===== src/design/ttdg_pkg.sv =====
`timescale 1ns / 1ps
// ----------------------------------------------------------------------------
// ttdg_pkg
// Shared types and constants for the touchpad tap/drag gesture core.
// ----------------------------------------------------------------------------
package ttdg_pkg;

    localparam int COORD_BITS_DEF = 11;
    localparam int GAIN_W         = 4;
    localparam int THR_W          = 8;
    localparam int WIN_W          = 16;
    localparam int TIME_W         = 32;
    localparam int MOVE_W         = 16;
    localparam int CFG_IDX_W      = 2;
    localparam int CFG_DATA_W     = 16;
    localparam int OUT_TDATA_W    = 40;

    // register indexes
    localparam logic [CFG_IDX_W-1:0] CFG_MOVE_GAIN   = 2'd0;
    localparam logic [CFG_IDX_W-1:0] CFG_MOVE_THRESH = 2'd1;
    localparam logic [CFG_IDX_W-1:0] CFG_TAP_WINDOW  = 2'd2;

    localparam logic [GAIN_W-1:0] GAIN_RST   = 4'd3;
    localparam logic [THR_W-1:0]  THRESH_RST = 8'd2;
    localparam logic [WIN_W-1:0]  WINDOW_RST = 16'd300;

    typedef struct packed {
        logic              finger_down;
        logic              dragged;
        logic [1:0]        tap_tally;
        logic [TIME_W-1:0] tap_stamp;
    } t_tap_state;

    typedef struct packed {
        logic                     right_click;
        logic                     left_click;
        logic signed [MOVE_W-1:0] move_dy;
        logic signed [MOVE_W-1:0] move_dx;
        logic                     move_valid;
    } t_result;

endpackage


===== src/design/ttdg_step.sv =====
`timescale 1ns / 1ps
// ----------------------------------------------------------------------------
// ttdg_step
// Per-sample gesture logic: next tap/drag state and the result item.
// ----------------------------------------------------------------------------
module ttdg_step
    import ttdg_pkg::*;
#(
    parameter int COORD_BITS = COORD_BITS_DEF
) (
    input  logic [COORD_BITS-1:0] i_x,
    input  logic [COORD_BITS-1:0] i_y,
    input  logic                  i_touching,
    input  logic [TIME_W-1:0]     i_time,
    input  logic [COORD_BITS-1:0] i_prev_x,
    input  logic [COORD_BITS-1:0] i_prev_y,
    input  t_tap_state            i_st,
    input  logic [GAIN_W-1:0]     i_gain,
    input  logic [THR_W-1:0]      i_thr,
    input  logic [WIN_W-1:0]      i_win,
    output t_tap_state            o_st,
    output logic                  o_load_prev,
    output t_result               o_res
);

    localparam int DW = COORD_BITS + 1;
    localparam int PW = DW + GAIN_W;

    logic signed [DW-1:0] d_x, d_y;
    logic signed [PW-1:0] gain_s, p_x, p_y;
    logic        [PW-1:0] mag_x, mag_y, thr_ext;
    logic signed [31:0]   p32_x, p32_y;
    logic        [MOVE_W-1:0] sat_x, sat_y;
    logic                 move_hit;
    logic [TIME_W-1:0]    elapsed, win_ext;
    logic                 in_window, expired;
    logic [1:0]           tally_inc;

    assign d_x    = $signed({1'b0, i_x}) - $signed({1'b0, i_prev_x});
    assign d_y    = $signed({1'b0, i_y}) - $signed({1'b0, i_prev_y});
    assign gain_s = $signed({{(PW-GAIN_W){1'b0}}, i_gain});
    assign p_x    = PW'(d_x) * gain_s;
    assign p_y    = PW'(d_y) * gain_s;

    assign mag_x   = p_x[PW-1] ? PW'(-p_x) : PW'(p_x);
    assign mag_y   = p_y[PW-1] ? PW'(-p_y) : PW'(p_y);
    assign thr_ext = PW'(i_thr);
    assign move_hit = (mag_x > thr_ext) || (mag_y > thr_ext);

    // clamp to the 16-bit report range
    assign p32_x = 32'(p_x);
    assign p32_y = 32'(p_y);
    assign sat_x = (p32_x > 32'sd32767)  ? 16'h7FFF :
                   (p32_x < -32'sd32768) ? 16'h8000 : p32_x[MOVE_W-1:0];
    assign sat_y = (p32_y > 32'sd32767)  ? 16'h7FFF :
                   (p32_y < -32'sd32768) ? 16'h8000 : p32_y[MOVE_W-1:0];

    assign elapsed   = i_time - i_st.tap_stamp;
    assign win_ext   = TIME_W'(i_win);
    assign in_window = elapsed < win_ext;
    assign expired   = elapsed > win_ext;
    assign tally_inc = i_st.tap_tally + 2'd1;

    assign o_load_prev = i_touching;

    always_comb begin
        o_st  = i_st;
        o_res = '0;
        if (i_touching && !i_st.finger_down) begin
            o_st.finger_down = 1'b1;
            o_st.dragged     = 1'b0;
        end else if (i_touching && i_st.finger_down) begin
            if (move_hit) begin
                o_res.move_valid = 1'b1;
                o_res.move_dx    = sat_x;
                o_res.move_dy    = sat_y;
                o_st.dragged     = 1'b1;
            end
        end else if (!i_touching && i_st.finger_down) begin
            o_st.finger_down = 1'b0;
            if (!i_st.dragged) begin
                if (in_window) begin
                    o_st.tap_tally = tally_inc;
                    if (tally_inc == 2'd2) begin
                        o_res.right_click = 1'b1;
                        o_st.tap_tally    = 2'd0;
                    end
                end else begin
                    o_res.left_click = 1'b1;
                    o_st.tap_tally   = 2'd1;
                    o_st.tap_stamp   = i_time;
                end
            end
        end
        // a fresh stamp means zero elapsed, so expiry only applies otherwise
        if (expired && !o_res.left_click) begin
            o_st.tap_tally = 2'd0;
        end
    end

endmodule


===== src/design/touchpad_tap_drag_gesture_core.sv =====
`timescale 1ns / 1ps
// ----------------------------------------------------------------------------
// touchpad_tap_drag_gesture_core
// Turns touch samples into relative moves and left/right tap clicks.
// ----------------------------------------------------------------------------
// Usage:
//   s_axis carries one touch sample per transaction; m_axis returns exactly
//   one result per sample, in order. Config registers (gain, threshold,
//   double-tap window) are written through i_cfg_we/i_cfg_idx/i_cfg_data
//   while the core is idle; indexes beyond the list are ignored.
//   A sample is first registered in the input register and then passes
//   through the step logic into the result register, where it is offered.
//   Throughput: one sample per cycle while m_axis_tready is high; the gesture
//   state updates as the sample moves into the result register, so
//   back-to-back samples see each other's effects.
//   When m_axis_tready is low the result register holds, one more sample
//   waits in the input register, then s_axis_tready drops.
//   Synchronous reset clears the gesture state, empties both registers and
//   loads the register defaults (gain 3, threshold 2, window 300 ms).
// ----------------------------------------------------------------------------
module touchpad_tap_drag_gesture_core
    import ttdg_pkg::*;
#(
    parameter int COORD_BITS = COORD_BITS_DEF,
    localparam int IN_FIELDS_W = 2 * COORD_BITS + 1 + TIME_W,
    localparam int IN_TDATA_W  = ((IN_FIELDS_W + 7) / 8) * 8
) (
    input  logic                   i_clk,
    input  logic                   i_rst_n,
    // config write port
    input  logic                   i_cfg_we,
    input  logic [CFG_IDX_W-1:0]   i_cfg_idx,
    input  logic [CFG_DATA_W-1:0]  i_cfg_data,
    // samples in
    input  logic                   s_axis_tvalid,
    output logic                   s_axis_tready,
    // fields from bit 0: touch_x, touch_y, touching, time_ms, zero pad
    input  logic [IN_TDATA_W-1:0]  s_axis_tdata,
    // results out
    output logic                   m_axis_tvalid,
    input  logic                   m_axis_tready,
    // fields from bit 0: move_valid, move_dx, move_dy, left_click,
    // right_click, zero pad
    output logic [OUT_TDATA_W-1:0] m_axis_tdata
);

    logic [GAIN_W-1:0]     r_gain;
    logic [THR_W-1:0]      r_thr;
    logic [WIN_W-1:0]      r_win;

    logic                  r_in_valid;
    logic [COORD_BITS-1:0] r_in_x, r_in_y;
    logic                  r_in_touch;
    logic [TIME_W-1:0]     r_in_time;

    logic [COORD_BITS-1:0] r_prev_x, r_prev_y;
    t_tap_state            r_tap;

    logic                  r_out_valid;
    t_result               r_out;

    t_tap_state            n_tap;
    t_result               n_out;
    logic                  load_prev;
    logic                  s_fire, advance, step_fire;

    assign advance       = !r_out_valid || m_axis_tready;
    assign step_fire     = r_in_valid && advance;
    assign s_axis_tready = !r_in_valid || advance;
    assign s_fire        = s_axis_tvalid && s_axis_tready;

    ttdg_step #(
        .COORD_BITS (COORD_BITS)
    ) u_step (
        .i_x         (r_in_x),
        .i_y         (r_in_y),
        .i_touching  (r_in_touch),
        .i_time      (r_in_time),
        .i_prev_x    (r_prev_x),
        .i_prev_y    (r_prev_y),
        .i_st        (r_tap),
        .i_gain      (r_gain),
        .i_thr       (r_thr),
        .i_win       (r_win),
        .o_st        (n_tap),
        .o_load_prev (load_prev),
        .o_res       (n_out)
    );

    // control, config and gesture state
    always_ff @(posedge i_clk) begin
        if (!i_rst_n) begin
            r_gain      <= GAIN_RST;
            r_thr       <= THRESH_RST;
            r_win       <= WINDOW_RST;
            r_in_valid  <= 1'b0;
            r_out_valid <= 1'b0;
            r_prev_x    <= '0;
            r_prev_y    <= '0;
            r_tap       <= '0;
        end else begin
            if (i_cfg_we) begin
                case (i_cfg_idx)
                    CFG_MOVE_GAIN:   r_gain <= i_cfg_data[GAIN_W-1:0];
                    CFG_MOVE_THRESH: r_thr  <= i_cfg_data[THR_W-1:0];
                    CFG_TAP_WINDOW:  r_win  <= i_cfg_data[WIN_W-1:0];
                    default: ;
                endcase
            end
            if (s_fire) begin
                r_in_valid <= 1'b1;
            end else if (step_fire) begin
                r_in_valid <= 1'b0;
            end
            if (step_fire) begin
                r_out_valid <= 1'b1;
            end else if (m_axis_tready) begin
                r_out_valid <= 1'b0;
            end
            if (step_fire) begin
                r_tap <= n_tap;
                if (load_prev) begin
                    r_prev_x <= r_in_x;
                    r_prev_y <= r_in_y;
                end
            end
        end
    end

    // payload registers
    always_ff @(posedge i_clk) begin
        if (s_fire) begin
            r_in_x     <= s_axis_tdata[COORD_BITS-1:0];
            r_in_y     <= s_axis_tdata[2*COORD_BITS-1:COORD_BITS];
            r_in_touch <= s_axis_tdata[2*COORD_BITS];
            r_in_time  <= s_axis_tdata[2*COORD_BITS+TIME_W:2*COORD_BITS+1];
        end
        if (step_fire) begin
            r_out <= n_out;
        end
    end

    assign m_axis_tvalid = r_out_valid;
    assign m_axis_tdata  = OUT_TDATA_W'(r_out);

`ifndef NO_ASSERTIONS
    // a tally of two is consumed at once, so three is never reached
    a_tally_range: assert property (@(posedge i_clk) disable iff (!i_rst_n)
        r_tap.tap_tally != 2'd3)
        else $error("tap tally reached 3");

    // a reported move marks the touch as a drag
    a_move_drags: assert property (@(posedge i_clk) disable iff (!i_rst_n)
        (step_fire && n_out.move_valid) |=> r_tap.dragged)
        else $error("move without drag mark");

    // one action per result
    a_one_action: assert property (@(posedge i_clk) disable iff (!i_rst_n)
        r_out_valid |-> $countones({r_out.move_valid, r_out.left_click,
                                    r_out.right_click}) <= 1)
        else $error("more than one action in a result");
`endif

endmodule

===== config.mk =====
export PLATFORM = sky130hd
export DESIGN_NAME = touchpad_tap_drag_gesture_core
export DESIGN_NICKNAME = d
export VERILOG_FILES = /design/src/design/ttdg_pkg.sv /design/src/design/ttdg_step.sv /design/src/design/touchpad_tap_drag_gesture_core.sv
export SDC_FILE = /design/constraint.sdc
export NUM_CORES = 1
export LEC_CHECK = 0
export BUFFER_PORTS_ARGS = -buffer_cell sky130_fd_sc_hd__buf_2
export CAP_MARGIN = 20
export CORE_MARGIN = 5
export CORE_UTILIZATION = 55
export DETAILED_ROUTE_END_ITERATION = 10
export PLACE_DENSITY = 0.77
export RECOVER_POWER = 25
export SLEW_MARGIN = 25
export SYNTH_ARGS = -nofsm -noshare
export SYNTH_HDL_FRONTEND = slang
export SYNTH_HIERARCHICAL = 1
export SYNTH_SLANG_ARGS = --single-unit

===== constraint.sdc =====
create_clock -name i_clk -period 9.7 [get_ports i_clk]
set_clock_uncertainty 0.15 [all_clocks]
set_input_delay 0.97 -clock i_clk [delete_from_list [all_inputs] [get_ports i_clk]]
set_output_delay 0.97 -clock i_clk [all_outputs]
set_load 0.05 [all_outputs]

==> impl_results.md <==
* Clock Latency Late Sink at 0.43 ns
* PD cells at 189 nW/um2
* EDFF count, synth at 90
* Vias at 12184
* Rel. slew slack at -150%
* Delay of the slowest critical-path stage at 0.50 ns
* ANT nets after route at 0
* Final setup vio count at 0
* Starting Density at 56.0%
* # Max-Cap Violations at 1
* Initial antenna violation count at 1
* Remaining global-route overflow at 0
* Drt via density at 5.56
* Most frequent cells in the layout: 218 x inv_1, 215 x nand2_1, 147 x ha_1
* Die Y at 176 um
* Layout cell share with drive strength beyond 1 at 10.1%
* Pre-antenna DRT Iters at 5
* Final hold violations at 0
* Final min period at 9.03 ns
* Final worst-path cycle share at 93.1%
* Area Overhead vs Synth at 8.90%
* CTS buffer count at 17
* Vias in the first global route at 11999
* PortBufs at 114
* Min-delay worst type: flip-flop to flip-flop
* Crit Path Class: flip-flop to flip-flop
* Failing checks: max-capacitance violations, max-slew violations
* Cell mode on critical path: a21oi_1
* Distinct cell type count after synthesis at 89
* Hpwl dp at 26.9 mm
* Mapped Area at 15200 um2
* Post-synthesis sequential area ratio at 29.4%
* Final Instance Area at 16500 um2
* Peak VDD IR at 0.000107 V
* Slew @ Worst Pin at 3.74 ns
* FF-to-FF setup slack at 0.67 ns
* Initial DRC Count at 857
* CTS Buffer Depth at 2
* Hold-fix buffers, CTS at 0
* Commonest non-fill, non-tap cell in the layout: inv_1
* Largest net degree at the start of global routing at 94
* First-pass GRT wire length at 58.2 mm
* CP startpoint kind: flip-flop
* Core ar. at 27100 um2
* CP Capture Type: flip-flop
* Top FF cell, synth: edfxtp_1
* DR DRC count at 0
* Final WL at 34.5 mm
* Fmax at 0.111 GHz
* CTS tree: done
* WP data arrival at 9.04 ns
* Mapped Cells at 1726
* Outcome: complete, but fails checks
* Pleak at 0.00717 uW
* N_diodes at 0
* Worst path slowest cell: fa_1
* IO Count at 121
* Synth Register Bits at 178
* Routability cong. at 0.896
* CTS Root Cell: clkbuf_16
* Nets at 2083
* Worst-path fanout max at 26
* Total GRT Usage at 22.6%
* Die area at 31000 um2
* Ys Warns at 6
* Final core occ at 61.0%
* Cell Area, Placed at 15900 um2
* Max Slew Vio Count at 94
* Worst Path Required at 9.71 ns
* H-Tree Depth at 4
* Syn Area/Cell at 8.80 um2
* DR WL/cell at 15.7 um
* CTS sink cnt at 178
* Std cell rows at 60
* Die W at 176 um
* Worst-path clk slew at 0.07 ns
* Ys async rst share at 0%
-- what timing repair did --
item | in CTS | in global routing
buffers inserted | 0 | 2
setup endpoints to repair | 0 | 31
gates resized for setup | 0 | 2
-- state kept, by name (all words and copies together), names as in the netlist --
register	count
r_prev_x	11
r_in_y	11
m_axis_tvalid	1
r_in_x	11
r_win	16
r_in_time	32
r_prev_y	11
r_thr	8
m_axis_tdata	35
r_in_valid	1
r_gain	4
r_in_touch	1
r_tap	36
-- synth_stat cells (5+ instances only) --
library cell | number | area share (%)
fa_1 | 51 | 6.7
buf_2 | 16 | 0.53
edfxtp_1 | 90 | 18
nand2_1 | 215 | 5.3
nor2b_1 | 22 | 0.91
mux2_1 | 29 | 2.2
o21ai_0 | 63 | 2.1
mux2_2 | 5 | 0.37
clkbuf_1 | 32 | 0.79
dfxtp_1 | 88 | 12
o31ai_1 | 8 | 0.40
mux2i_1 | 75 | 4.9
nand3_1 | 42 | 1.4
a211oi_1 | 15 | 0.74
nand4_1 | 10 | 0.41
nor4_1 | 7 | 0.29
and3_1 | 13 | 0.54
buf_4 | 9 | 0.44
a21oi_1 | 81 | 2.7
o21bai_1 | 16 | 0.79
nand3b_1 | 7 | 0.35
nor2_1 | 98 | 2.4
nor3_1 | 25 | 0.82
nor3b_1 | 8 | 0.40
ha_1 | 147 | 12
a211o_1 | 7 | 0.40
and2_1 | 68 | 2.8
or3_1 | 5 | 0.21
xor2_1 | 23 | 1.3
inv_1 | 218 | 5.4
buf_6 | 10 | 0.74
xnor2_1 | 43 | 2.5
or2_2 | 5 | 0.21
o21a_1 | 19 | 0.94
nand2b_1 | 19 | 0.78
a31oi_1 | 5 | 0.21
o211ai_1 | 17 | 0.84
a21o_1 | 18 | 0.89
o21ai_1 | 5 | 0.16
-- area by class of cell --
cell class | instances | area (um2)
clock buffer | 18 | 429
clock inverter | 14 | 149
fill | 2269 | 10600
inverter | 219 | 822
multi-input combinational | 1264 | 9540
sequential | 178 | 4460
tap | 372 | 465
timing repair buffer | 126 | 666
-- cells by family (layout without fill, tap and decap cells) --
| group | Yosys count | after routing | share of synthesized area [%] |
|---|---|---|---|
| AOI/OAI and AO/OA | 322 | 322 | 14.4 |
| xor gates and xnor gates | 67 | 67 | 3.96 |
| adders and majority gates | 198 | 198 | 18.8 |
| buffers and inverters | 288 | 377 | 7.98 |
| DFF | 178 | 178 | 29.4 |
| muxes | 109 | 109 | 7.47 |
| other | 1 | 5 | 0.0247 |
| and+or+nand+nor | 563 | 563 | 17.9 |
-- critical path, delay by kind of cell (launching register included) --
kind                       cells  cell delay [ns]
adders and majority gates      7             2.54
DFF                            1             0.38
buffers and inverters          6             0.67
and+or+nand+nor                5             0.76
xor gates and xnor gates       3             0.63
AOI/OAI and AO/OA             19             3.61
-- final timing paths --
| check | start | to | cells past startpoint |
|---|---|---|---|
| worst min-delay path | r_prev_x[10]$_SDFFE_PN0P_ | r_prev_x[10]$_SDFFE_PN0P_ | 2 |
| worst min register to register | r_prev_x[10]$_SDFFE_PN0P_ | r_prev_x[10]$_SDFFE_PN0P_ | 2 |
| worst max-delay path | r_in_x[0]$_DFFE_PP_ | m_axis_tdata[15]$_DFFE_PP_ | 40 |
| worst max register to register | r_in_x[0]$_DFFE_PP_ | m_axis_tdata[15]$_DFFE_PP_ | 40 |
-- per-layer routing --
layer / wire length [um] / global-route usage (%) / vias up
met3: 2020 / 3.79 / 50
met2: 15400 / 36.0 / 359
met5: 0 / 0 / -
met4: 633 / 6.11 / 0
met1: 16400 / 32.0 / 5673
li1: - / - / 6102
-- power breakdown --
| group | switching (uW) | internal (uW) |
|---|---|---|
| clock | 334 | 364 |
| combinational | 969 | 607 |
| sequential | 20.7 | 824 |
-- stage by stage --
step	total power, uW	TNS (ns)	cells	hold WS (ns)	setup slack (ns)
after detailed placement	2400	0	2156	0.298	0.502
after global placement	2360	0	2156	0.292	0.711
after CTS	3100	0	2188	0.313	0.454
final	3120	0	2191	0.311	0.672
after floorplan	2040	0	1730	0.285	1.74
after global routing	3350	-1.08	2191	0.335	-0.0852
No activity file was read; power rests on OpenSTA's default activity.
